==> src/rtl/core/mix_minus_mixer_vad_defines.svh <==
// Assertion macros used by the mixer top level
`ifndef MIX_MINUS_MIXER_VAD_DEFINES_SVH
`define MIX_MINUS_MIXER_VAD_DEFINES_SVH

// Check that cons holds in the same cycle as ante
`define MMV_ASSERT_NOW(lbl, ante, cons, msg) \
  lbl: assert property (@(posedge clk_i) disable iff (!rst_ni) (ante) |-> (cons)) \
    else $error(msg);

// Check that cons holds in the cycle after ante
`define MMV_ASSERT_NEXT(lbl, ante, cons, msg) \
  lbl: assert property (@(posedge clk_i) disable iff (!rst_ni) (ante) |=> (cons)) \
    else $error(msg);

`endif

==> src/rtl/core/mmv_pkg.sv <==
// Types, widths and helpers shared by the mixer modules
package mmv_pkg;

  localparam int SAMPLE_W   = 16;
  localparam int NUM_PEERS  = 4;
  localparam int NUM_LANES  = NUM_PEERS + 1;
  localparam int SQ_W       = 31;
  localparam int ENERGY_W   = 40;
  localparam int CNT_W      = 12;
  localparam int THR_W      = 15;
  localparam int THR_SQ_W   = 2 * THR_W;
  localparam int FLEN_W     = 13;
  localparam int LIMIT_W    = THR_SQ_W + FLEN_W;
  localparam int SUM_W      = 19;
  localparam int MASK_W     = NUM_LANES;
  localparam int CFG_IDX_W  = 2;
  localparam int CFG_DATA_W = THR_W;

  localparam logic [CFG_IDX_W-1:0] CFG_SPEECH_THRESHOLD = 2'd0;
  localparam logic [CFG_IDX_W-1:0] CFG_MIC_MUTED        = 2'd1;
  localparam logic [CFG_IDX_W-1:0] CFG_LOCAL_DEAFENED   = 2'd2;

  localparam logic [THR_W-1:0] THR_RESET = 15'd500;

  typedef struct packed {
    logic signed [SAMPLE_W-1:0] mic_sample;
    logic signed [SAMPLE_W-1:0] peer_sample_0;
    logic signed [SAMPLE_W-1:0] peer_sample_1;
    logic signed [SAMPLE_W-1:0] peer_sample_2;
    logic signed [SAMPLE_W-1:0] peer_sample_3;
    logic [NUM_PEERS-1:0]       active_mask;
  } in_word_t;

  typedef struct packed {
    logic signed [SAMPLE_W-1:0] mix_minus_0;
    logic signed [SAMPLE_W-1:0] mix_minus_1;
    logic signed [SAMPLE_W-1:0] mix_minus_2;
    logic signed [SAMPLE_W-1:0] mix_minus_3;
    logic signed [SAMPLE_W-1:0] local_mix;
    logic [MASK_W-1:0]          speaking_mask;
    logic                       frame_last;
  } out_word_t;

  typedef struct packed {
    logic [SAMPLE_W-1:0]                 mic;
    logic [SAMPLE_W-1:0]                 mic_mix;
    logic [NUM_PEERS-1:0][SAMPLE_W-1:0]  peer;
    logic [NUM_PEERS-1:0]                act;
    logic                                last;
  } s1_word_t;

  typedef struct packed {
    logic sq_ld;
    logic acc_ld;
    logic last;
  } lane_ctl_t;

  function automatic logic [SAMPLE_W-1:0] sat16(input logic signed [SUM_W-1:0] v);
    logic [SAMPLE_W-1:0] r;
    if (v > SUM_W'(signed'(32767))) begin
      r = 16'h7FFF;
    end else if (v < SUM_W'(signed'(-32768))) begin
      r = 16'h8000;
    end else begin
      r = v[SAMPLE_W-1:0];
    end
    return r;
  endfunction

endpackage

==> src/rtl/core/mmv_mix.sv <==
// Merge stage: mix-minus per peer lane and local playback mix
module mmv_mix (
  input  logic                                        clk_i,
  input  mmv_pkg::s1_word_t                           s1_i,
  input  logic                                        ld_i,
  input  logic                                        deafened_i,
  output logic [mmv_pkg::NUM_PEERS-1:0][mmv_pkg::SAMPLE_W-1:0] mix_minus_o,
  output logic [mmv_pkg::SAMPLE_W-1:0]                local_mix_o
);

  logic signed [mmv_pkg::SUM_W-1:0] total;
  logic signed [mmv_pkg::SUM_W-1:0] mic_ext;
  logic [mmv_pkg::NUM_PEERS-1:0][mmv_pkg::SAMPLE_W-1:0] mix_d;
  logic [mmv_pkg::SAMPLE_W-1:0] local_d;

  always_comb begin
    total   = '0;
    mic_ext = (mmv_pkg::SUM_W)'($signed(s1_i.mic_mix));
    for (int k = 0; k < mmv_pkg::NUM_PEERS; k++) begin
      total = total + (mmv_pkg::SUM_W)'($signed(s1_i.peer[k]));
    end
    for (int k = 0; k < mmv_pkg::NUM_PEERS; k++) begin
      mix_d[k] = s1_i.act[k] ?
                 mmv_pkg::sat16(mic_ext + total - (mmv_pkg::SUM_W)'($signed(s1_i.peer[k]))) :
                 '0;
    end
    local_d = deafened_i ? '0 : mmv_pkg::sat16(total);
  end

  always_ff @(posedge clk_i) begin
    if (ld_i) begin
      mix_minus_o <= mix_d;
      local_mix_o <= local_d;
    end
  end

endmodule

==> config.mk <==
export PLATFORM = sky130hd
export DESIGN_NAME = mmv_mix
export DESIGN_NICKNAME = d
export VERILOG_FILES = /design/src/rtl/core/mix_minus_mixer_vad_defines.svh /design/src/rtl/core/mmv_pkg.sv /design/src/rtl/core/mmv_mix.sv
export SDC_FILE = /design/constraint.sdc
export NUM_CORES = 1
export LEC_CHECK = 0
export ABC_CLOCK_PERIOD_IN_PS = 20600
export BUFFER_PORTS_ARGS = -buffer_cell sky130_fd_sc_hd__clkbuf_2
export CAP_MARGIN = 20
export CELL_PAD_IN_SITES_DETAIL_PLACEMENT = 1
export CELL_PAD_IN_SITES_GLOBAL_PLACEMENT = 1
export CORE_ASPECT_RATIO = 2
export CORE_MARGIN = 1
export CORE_UTILIZATION = 35
export CTS_CLUSTER_DIAMETER = 150
export DETAILED_ROUTE_END_ITERATION = 10
export HOLD_SLACK_MARGIN = 0.08
export PLACE_DENSITY_LB_ADDON = 0.1
export SLEW_MARGIN = 20
export SYNTH_ARGS = -nofsm -noshare
export SYNTH_HDL_FRONTEND = slang
export SYNTH_SLANG_ARGS = --single-unit
==> constraint.sdc <==
create_clock -name clk_i -period 20.6 [get_ports clk_i]
set_clock_uncertainty 0.15 [all_clocks]
set_input_delay 0 -clock clk_i [delete_from_list [all_inputs] [get_ports clk_i]]
set_output_delay 0 -clock clk_i [all_outputs]
set_load 0.005 [all_outputs]
==> flow_metrics.py <==
metrics = {
    "clock_tree": {
        "clkSinkCount": 80,
        "ctsResizeCount": 0,
        "cts_buffers": 9,
        "cts_tree": "built",
        "cts_root_buf": "clkbuf_16",
        "ctsLongestPathBuffers": 2,
        "postCtsSetupBuffers": 0,
        "clk_pin_slew_worst_paths_ps": 70,
        "h-tree-depth": 3,
        "hold_buffers": 10,
    },
    "setup_path": {
        "cpMostUsedCell": "a21oi_1",
        "worstSetupPathType": "in2reg",
        "cp_slowest_stage_delay_ps": 670,
        "arrival_ps": 8210,
        "crit_buf_inv": 4,
        "crit_start": "s1_i[22]",
        "crit_required_ps": 20480,
        "crit_fanout": 15,
        "crit_family": "compound AO/OA/AOI/OAI gates",
        "start_kind": "primary input",
        "critPathSlowestCell": "o21ai_1",
        "worstSetupEndpointType": "flip-flop",
    },
    "final_layout": {
        "syn_to_final_growth_pct": 17.4,
        "final_nets": 1410,
        "antenna_cells": 0,
        "nFillCells": 3009,
        "drive_above_1_share_pct": 17.3,
    },
    "logic_synthesis": {
        "yosysTopAreaCell": "edfxtp_1",
        "ys_types": 66,
        "synth.area.top_cells": "edfxtp_1, ha_1, fa_1",
        "syn-instance-count": 986,
        "syn_nets": 1236,
        "ys_ff_latch": 80,
        "synth_edf_count": 80,
        "yosys.area.top_type_share_pct": 26.6,
        "synth.avg_cell_area_um2": 9.15,
        "syn_area_um2": 9020,
        "ys_warn_count": 0,
        "synthFlopType": "edfxtp_1",
        "synthArstFlopShare_pct": 0,
        "yosysSeqAreaShare_pct": 26.6,
    },
    "global_route": {
        "grt_pass1_wl_um": 44000,
        "grtUsageTotal_pct": 22.5,
        "grt_pass1_vias": 8285,
        "antenna_found_initial": 0,
        "overflow": 0,
        "grt_start_max_net_pins": 75,
    },
    "worst_hold_path": {
        "min_from": "s1_i[1]",
        "hold_class": "in2reg",
    },
    "timing": {
        "max_slew_margin_pct": 30.2,
        "fin_crit_ps": 8330,
        "setup_tns_ps": 0,
        "min_period_over_period_pct": 40.4,
        "setup_slack_ps": 12270,
        "worst_pin_slew_ps": 1050,
        "rsz0062_at_grt": "no",
        "timing_hold_violations_final": 0,
        "setup_violations": 0,
        "fmax_ghz": 0.120,
        "slew_violations": 0,
    },
    "die": {
        "die_area_um2": 26500,
        "start_util_pct": 35.9,
        "core_area_um2": 25100,
        "die_w_um": 116,
        "num_rows": 82,
        "pin_count": 184,
        "die_h_um": 229,
    },
    "job": {
        "max_cap_viol_count": 0,
    },
    "routing": {
        "routed_via_density": 5.25,
        "firstDrtPassIters": 4,
        "routed-via-count": 7883,
        "ant_nets": 0,
        "drcViolationCount": 0,
        "avgRoutedWirePerCell_um": 19.0,
        "drt-total-wl_um": 28500,
        "first_iter_violations": 248,
    },
    "placed_design": {
        "place_hpwl_um": 24600,
        "place_ws_ps": 12440,
        "gp_congestion": 0.886,
        "portBuffers": 166,
    },
    "status": {
        "status": "completed",
    },
}
path summary, 6_finish.rpt:
check	endpoint	slack (ps)	cells past startpoint
hold / removal	mix_minus_o[15]	100	2
setup / recovery	mix_minus_o[38]	12270	33
through the flow:
stage          instances  cell area, um2  utilization [%]  hold slack (ps)
2_1_floorplan        986            9020                -            -37.5
3_3_place_gp        1475           10200             40.6              118
3_5_place_dp        1475           10200             40.6              124
4_1_cts             1501           10600             42.1             92.4
5_1_grt             1501           10600             42.2              116
6_report            1501           10600             42.2             95.5
synth_stat cells (20+ instances only):
cell type,number
o21ai_0,96
fa_1,38
nor3_1,20
a21oi_1,78
edfxtp_1,80
a21o_1,32
nand3_1,22
nor2_1,52
xor2_1,39
nand2b_1,32
ha_1,108
nand2_1,42
xnor2_1,49
inv_1,112
cell type report:
type | instances | area (um2) | area share (%)
inverter | 112 | 420 | 3.97
clock inverter | 6 | 51.3 | 0.484
multi-input combinational | 780 | 6130 | 57.9
timing repair buffer | 177 | 941 | 8.88
tap | 336 | 420 | 3.97
clock buffer | 10 | 229 | 2.16
sequential | 80 | 2400 | 22.7
registers in the layout (all words and copies together) (netlist names):
register / flops
mix_minus_o: 64
local_mix_o: 16
metal layers:
metal / up-vias / part of all wire, % / track usage [%]
met1: 3806 / 35 / 22.0
met4: 0 / 4.0 / 10.4
met5: - / 0 / 0
li1: 3884 / - / -
met2: 153 / 58 / 44.9
met3: 40 / 2.4 / 2.49
logic make-up after synthesis:
family	Yosys count	share of synthesized area (%)
AOI/OAI and AO/OA	320	22.7
muxes	3	0.347
buffers and inverters	126	5.48
xor gates and xnor gates	91	9.22
DFF	80	26.6
adders and majority gates	146	23.4
and+or+nand+nor	220	12.2
cells in the final DEF, fill, tap and decap left out, types with 39 or more instances in the layout:
master and count:
clkbuf_2 165, edfxtp_1 80, nand2_1 42, ha_1 108
inv_1 112, xor2_1 39, nor2_1 52, xnor2_1 49
o21ai_0 96, a21oi_1 78
Power is left out: the tool's default activity adds up to more than one toggle a clock period on the data nets, which glitch-free logic cannot reach.
