`config.mk`:
```
export PLATFORM = sky130hd
export DESIGN_NAME = mmv_lane
export DESIGN_NICKNAME = d
export VERILOG_FILES = /design/src/rtl/core/mix_minus_mixer_vad_defines.svh /design/src/rtl/core/mmv_pkg.sv /design/src/rtl/core/mmv_lane.sv
export SDC_FILE = /design/constraint.sdc
export NUM_CORES = 1
export LEC_CHECK = 0
export BUFFER_PORTS_ARGS = -buffer_cell sky130_fd_sc_hd__buf_2
export CAP_MARGIN = 20
export CORE_MARGIN = 2
export CORE_UTILIZATION = 60
export CTS_CLUSTER_SIZE = 40
export DETAILED_ROUTE_END_ITERATION = 8
export PLACE_DENSITY = 0.76
export SLEW_MARGIN = 10
export SYNTH_ARGS = -nofsm -noshare
export SYNTH_HDL_FRONTEND = slang
export SYNTH_SLANG_ARGS = --single-unit
export TNS_END_PERCENT = 20
```
`constraint.sdc`:
```
create_clock -name clk_i -period 5.62 [get_ports clk_i]
set_input_delay 1.124 -clock clk_i [delete_from_list [all_inputs] [get_ports clk_i]]
set_output_delay 1.124 -clock clk_i [all_outputs]
set_load 0.005 [all_outputs]
```
`src/rtl/core/mix_minus_mixer_vad_defines.svh`:
```
// Assertion macros used by the mixer top level
`ifndef MIX_MINUS_MIXER_VAD_DEFINES_SVH
`define MIX_MINUS_MIXER_VAD_DEFINES_SVH

// Check that cons holds in the same cycle as ante
`define MMV_ASSERT_NOW(lbl, ante, cons, msg) \
  lbl: assert property (@(posedge clk_i) disable iff (!rst_ni) (ante) |-> (cons)) \
    else $error(msg);

// Check that cons holds in the cycle after ante
`define MMV_ASSERT_NEXT(lbl, ante, cons, msg) \
  lbl: assert property (@(posedge clk_i) disable iff (!rst_ni) (ante) |=> (cons)) \
    else $error(msg);

`endif

```
`src/rtl/core/mmv_pkg.sv`:
```
// Types, widths and helpers shared by the mixer modules
package mmv_pkg;

  localparam int SAMPLE_W   = 16;
  localparam int NUM_PEERS  = 4;
  localparam int NUM_LANES  = NUM_PEERS + 1;
  localparam int SQ_W       = 31;
  localparam int ENERGY_W   = 40;
  localparam int CNT_W      = 12;
  localparam int THR_W      = 15;
  localparam int THR_SQ_W   = 2 * THR_W;
  localparam int FLEN_W     = 13;
  localparam int LIMIT_W    = THR_SQ_W + FLEN_W;
  localparam int SUM_W      = 19;
  localparam int MASK_W     = NUM_LANES;
  localparam int CFG_IDX_W  = 2;
  localparam int CFG_DATA_W = THR_W;

  localparam logic [CFG_IDX_W-1:0] CFG_SPEECH_THRESHOLD = 2'd0;
  localparam logic [CFG_IDX_W-1:0] CFG_MIC_MUTED        = 2'd1;
  localparam logic [CFG_IDX_W-1:0] CFG_LOCAL_DEAFENED   = 2'd2;

  localparam logic [THR_W-1:0] THR_RESET = 15'd500;

  typedef struct packed {
    logic signed [SAMPLE_W-1:0] mic_sample;
    logic signed [SAMPLE_W-1:0] peer_sample_0;
    logic signed [SAMPLE_W-1:0] peer_sample_1;
    logic signed [SAMPLE_W-1:0] peer_sample_2;
    logic signed [SAMPLE_W-1:0] peer_sample_3;
    logic [NUM_PEERS-1:0]       active_mask;
  } in_word_t;

  typedef struct packed {
    logic signed [SAMPLE_W-1:0] mix_minus_0;
    logic signed [SAMPLE_W-1:0] mix_minus_1;
    logic signed [SAMPLE_W-1:0] mix_minus_2;
    logic signed [SAMPLE_W-1:0] mix_minus_3;
    logic signed [SAMPLE_W-1:0] local_mix;
    logic [MASK_W-1:0]          speaking_mask;
    logic                       frame_last;
  } out_word_t;

  typedef struct packed {
    logic [SAMPLE_W-1:0]                 mic;
    logic [SAMPLE_W-1:0]                 mic_mix;
    logic [NUM_PEERS-1:0][SAMPLE_W-1:0]  peer;
    logic [NUM_PEERS-1:0]                act;
    logic                                last;
  } s1_word_t;

  typedef struct packed {
    logic sq_ld;
    logic acc_ld;
    logic last;
  } lane_ctl_t;

  function automatic logic [SAMPLE_W-1:0] sat16(input logic signed [SUM_W-1:0] v);
    logic [SAMPLE_W-1:0] r;
    if (v > SUM_W'(signed'(32767))) begin
      r = 16'h7FFF;
    end else if (v < SUM_W'(signed'(-32768))) begin
      r = 16'h8000;
    end else begin
      r = v[SAMPLE_W-1:0];
    end
    return r;
  endfunction

endpackage

```
`src/rtl/core/mmv_lane.sv`:
```
// One lane: sample square and frame energy accumulator with speech test
module mmv_lane (
  input  logic                                   clk_i,
  input  logic                                   rst_ni,
  input  logic signed [mmv_pkg::SAMPLE_W-1:0]    sample_i,
  input  mmv_pkg::lane_ctl_t                     ctl_i,
  input  logic [mmv_pkg::LIMIT_W-1:0]            limit_i,
  output logic                                   speak_o
);

  logic signed [2*mmv_pkg::SAMPLE_W-1:0] prod;
  logic [mmv_pkg::SQ_W-1:0]              sq_q;
  logic [mmv_pkg::ENERGY_W-1:0]          energy_q, energy_d;
  logic [mmv_pkg::ENERGY_W:0]            sum;
  logic [mmv_pkg::ENERGY_W-1:0]          sum_sat;

  assign prod = sample_i * sample_i;

  always_ff @(posedge clk_i) begin
    if (ctl_i.sq_ld) begin
      sq_q <= prod[mmv_pkg::SQ_W-1:0];
    end
  end

  always_comb begin
    sum     = {1'b0, energy_q} + (mmv_pkg::ENERGY_W+1)'(sq_q);
    sum_sat = sum[mmv_pkg::ENERGY_W] ? '1 : sum[mmv_pkg::ENERGY_W-1:0];
    speak_o = ctl_i.last &&
              ((mmv_pkg::LIMIT_W)'(sum_sat) > limit_i);
    energy_d = energy_q;
    if (ctl_i.acc_ld) begin
      energy_d = ctl_i.last ? '0 : sum_sat;
    end
  end

  always_ff @(posedge clk_i or negedge rst_ni) begin
    if (!rst_ni) begin
      energy_q <= '0;
    end else begin
      energy_q <= energy_d;
    end
  end

endmodule

```
==> results list <==
- The share of the Yosys chip area taken by registers is 0.131.
- After layout, the worst setup slack is -0.805 ns.
- Number of non-filler instances in the completed layout: 2213
* GRT Overall Usage: 0.286
- Count of flip-flops with a built-in enable after synthesis: 30
* Launching element type of the critical path: input port
- Worst hold slack: 0.496 ns
- The via count of the first global-routing pass was 12800.
- CTS saw 70 sinks.
- In the final timing run, aggregate negative setup slack is -8.37 ns.
- Post-synthesis instance area: 14500 µm²
* Violated checks: negative setup slack
* Clock network latency to the later pin of the worst-skew pair: 0.34 ns
* Count of max-cap constraint violations: 0
- Most common cell on crit path: fa_1
- CP endpoint kind: flip-flop
- In this run the standard cell core region covers 23600 µm².
- Type of the worst min-delay path: reg -> reg
* Signed area change from the synthesized netlist to the final layout: 23.3%
- Buffers added on ports: 64
- Along the worst path, the maximum fanout reaches 6.
* Run status: finished with violations
- In this run the number of H-tree levels came out at 3.
- Cts bufs inserted: 9
- In the finished design, the share of the clock period the worst path needs comes to 1.14.
* Biggest cell delay along the critical path: 0.53 ns
- For this design, the CTS-stage hold fixing added 0 buffers.
- Area taken by multi-input logic gates: 11600 µm²
- Deepest clock path buffer count: 2
* YS warnings: 0
- Synth Net Count: 2080
- Derived from the worst setup path, the maximum achievable clock frequency is 0.156 GHz.
- Minimum period implied by the final worst setup slack: 6.42 ns
- Avg Inst Size Synth: 8.94 µm²
- The floorplan has 56 rows.
- Via Count: 12000
- In this run the remaining antenna-violating nets after routing total 0.
- Timing analysis after detailed placement gives a worst setup slack of -1.36 ns.
- Initial antenna violation count: 0
- Routability-driven placement congestion ratio: 0.921
- Critical-path top delay cell: fa_1
- Global-route wire length before repair: 59.8 mm
- In this run, synthesis produced a sequential element count of 70.
- Number of iterations in the first detailed-routing pass: 5
- Sum of routed wire length over all layers: 35.4 mm
- Final-report hold violation count: 0
* Leading register cell type out of synthesis: dfrtp_1
* Pin count of the biggest net entering global routing: 41
- Horizontal die dimension: 160 µm
- Clock-pin slew was measured on the worst setup and hold paths at 0.06 ns.
- TritonCTS clock tree: yes
- For the pin with the worst max-slew slack, the measured transition is 1.05 ns.
- After detailed routing, the number of remaining DRC violations is 0.
* Final setup viols: 19
- The worst setup path is of the in -> reg kind.
* Placed cell count: 2180
- At the end of the flow, the number of nets in the layout was 2341.
* Antenna cells: 0
- Worst-path cell chain: buf_6, buf_12, and2_4, fa_1, inv_2, fa_1, fa_1, inv_2, fa_2, fa_1, inv_2, fa_1, inv_2, ha_4, a21oi_2, o21bai_1, o221a_2, a21o_1, o21a_4, buf_4, a2111oi_4, nor3_2, xor2_1
- STA puts the critical path data arrival time at 6.50 ns.
* FILL cells: 1645
- Number of vias per cell: 5.44
- Setup repair after global routing could not meet its margin everywhere.
* Synthesized instance count: 1628
- Worst EP required: 5.70 ns
- Max-slew violation count: 0
- After legalization and detailed placement, the total HPWL measured 29.5 mm.
- Slew HR: 0.298
* Number of DRC markers in iteration 0: 601
- Most used cells in the layout excluding fill and tap cells: inv_1 (357), buf_4 (230), fa_1 (217)
- Average wire per standard cell: 16.0 µm
- In this run the vertical extent of the chip is 160 µm.
- Cell at the root of the clock tree: clkbuf_16
- For this configuration, the core starts out at a cell density of 0.616.
- Sequential cell area in the final layout: 1900 µm²
- Yosys mapped the design onto 69 distinct sky130hd cell types.
- For this run, asynchronously set or reset flops after synthesis account for 0.571.
- Across the routed clock network, the largest skew measured is 0.00778 ns.
- Leading cell type in the layout, fill and taps excluded: inv_1
- DIE AREA: 25500 µm²
* Count of pins on the block boundary: 65
- The total overflow left after global routing is 0.
- In the final layout, the share of cells above drive strength 1 is 0.251.
==> stage by stage <==
| step | utilization | instance area [µm²] |
|---|---|---|
| after CTS | 0.751 | 17700 |
| after global placement | 0.721 | 17000 |
| final | 0.760 | 17900 |
| after global routing | 0.760 | 17900 |
| after floorplan | - | 15100 |
| after detailed placement | 0.721 | 17000 |
==> final cells by class <==
cell class | instances | area share
Timing Repair Buffer | 302 | 0.126
Clock inverter | 7 | 0.00628
Sequential cell | 70 | 0.106
Tap cell | 319 | 0.0222
Inverter | 383 | 0.0808
Multi-Input combinational cell | 1123 | 0.646
Clock buffer | 9 | 0.0126
==> registers in the layout, indices dropped and copies added, names as in the netlist <==
| register | cells |
|---|---|
| energy_q | 40 |
| sq_q | 30 |
==> repair_timing <==
| action | 4_1_cts | 5_1_grt |
|---|---|---|
| buffers inserted | 13 | 4 |
| gates resized for setup | 85 | 46 |
| pin swaps | 63 | 34 |
| setup endpoints to repair | 21 | 21 |
| gates cloned | 0 | 0 |
==> kinds of logic after synthesis <==
logic type,after synthesis,synth area share
buffers and inverters,435,0.113
adders and majority gates,388,0.452
DFF,70,0.131
xor gates and xnor gates,72,0.0433
AOI/OAI and AO/OA,273,0.134
and+or+nand+nor,386,0.123
muxes,4,0.00292
==> cell usage after synthesis, drive strengths merged (10+ instances only) <==
master  count  area, µm²
nand3      22        110
nand2     146        548
a21o       42        318
a211oi     10       75.1
o21a       15        120
a21oi      63        327
xnor2      48        420
a22o       22        193
clkbuf     43        161
xor2       24        210
nor3       16       80.1
ha        158       1980
and3       14       87.6
nand2b     11       68.8
and2       33        206
fa        230       4600
dfrtp      40       1000
nand4      19        119
edfxtp     30        901
nor2b      11       68.8
a31oi      20        125
nor2       92        345
o21ai      36        180
inv       380       1430
==> worst max-delay path, delay by kind of cell <==
family / cells / cell delay [ns]
AO/OA/AOI/OAI: 6 / 1.20
XOR/XNOR: 1 / 0.15
adder cells (fa/ha/maj): 7 / 3.22
buffers and inverters: 7 / 0.55
AND/OR/NAND/NOR: 2 / 0.25
==> final timing paths <==
path,start,endpoint,slack [ns],depth (start not counted)
worst min register to register,energy_q[0],energy_q[0],0.50,1
max in group asynchronous,rst_ni,energy_q[27],4.07,1
min in group asynchronous,rst_ni,energy_q[3],0.93,1
worst min-delay path,energy_q[0],energy_q[0],0.50,1
worst max register to register,sq_q[3],energy_q[37],2.50,10
worst max-delay path,sample_i[5],sq_q[24],-0.80,23
==> routing by layer <==
metal,part of all wire,GRT usage
met1,0.44,0.377
met2,0.49,0.510
met3,0.044,0.0265
met4,0.022,0.0740
met5,0,0
Power is left out: the tool's default activity adds up to more than one toggle a clock period on the data nets, which glitch-free logic cannot reach.
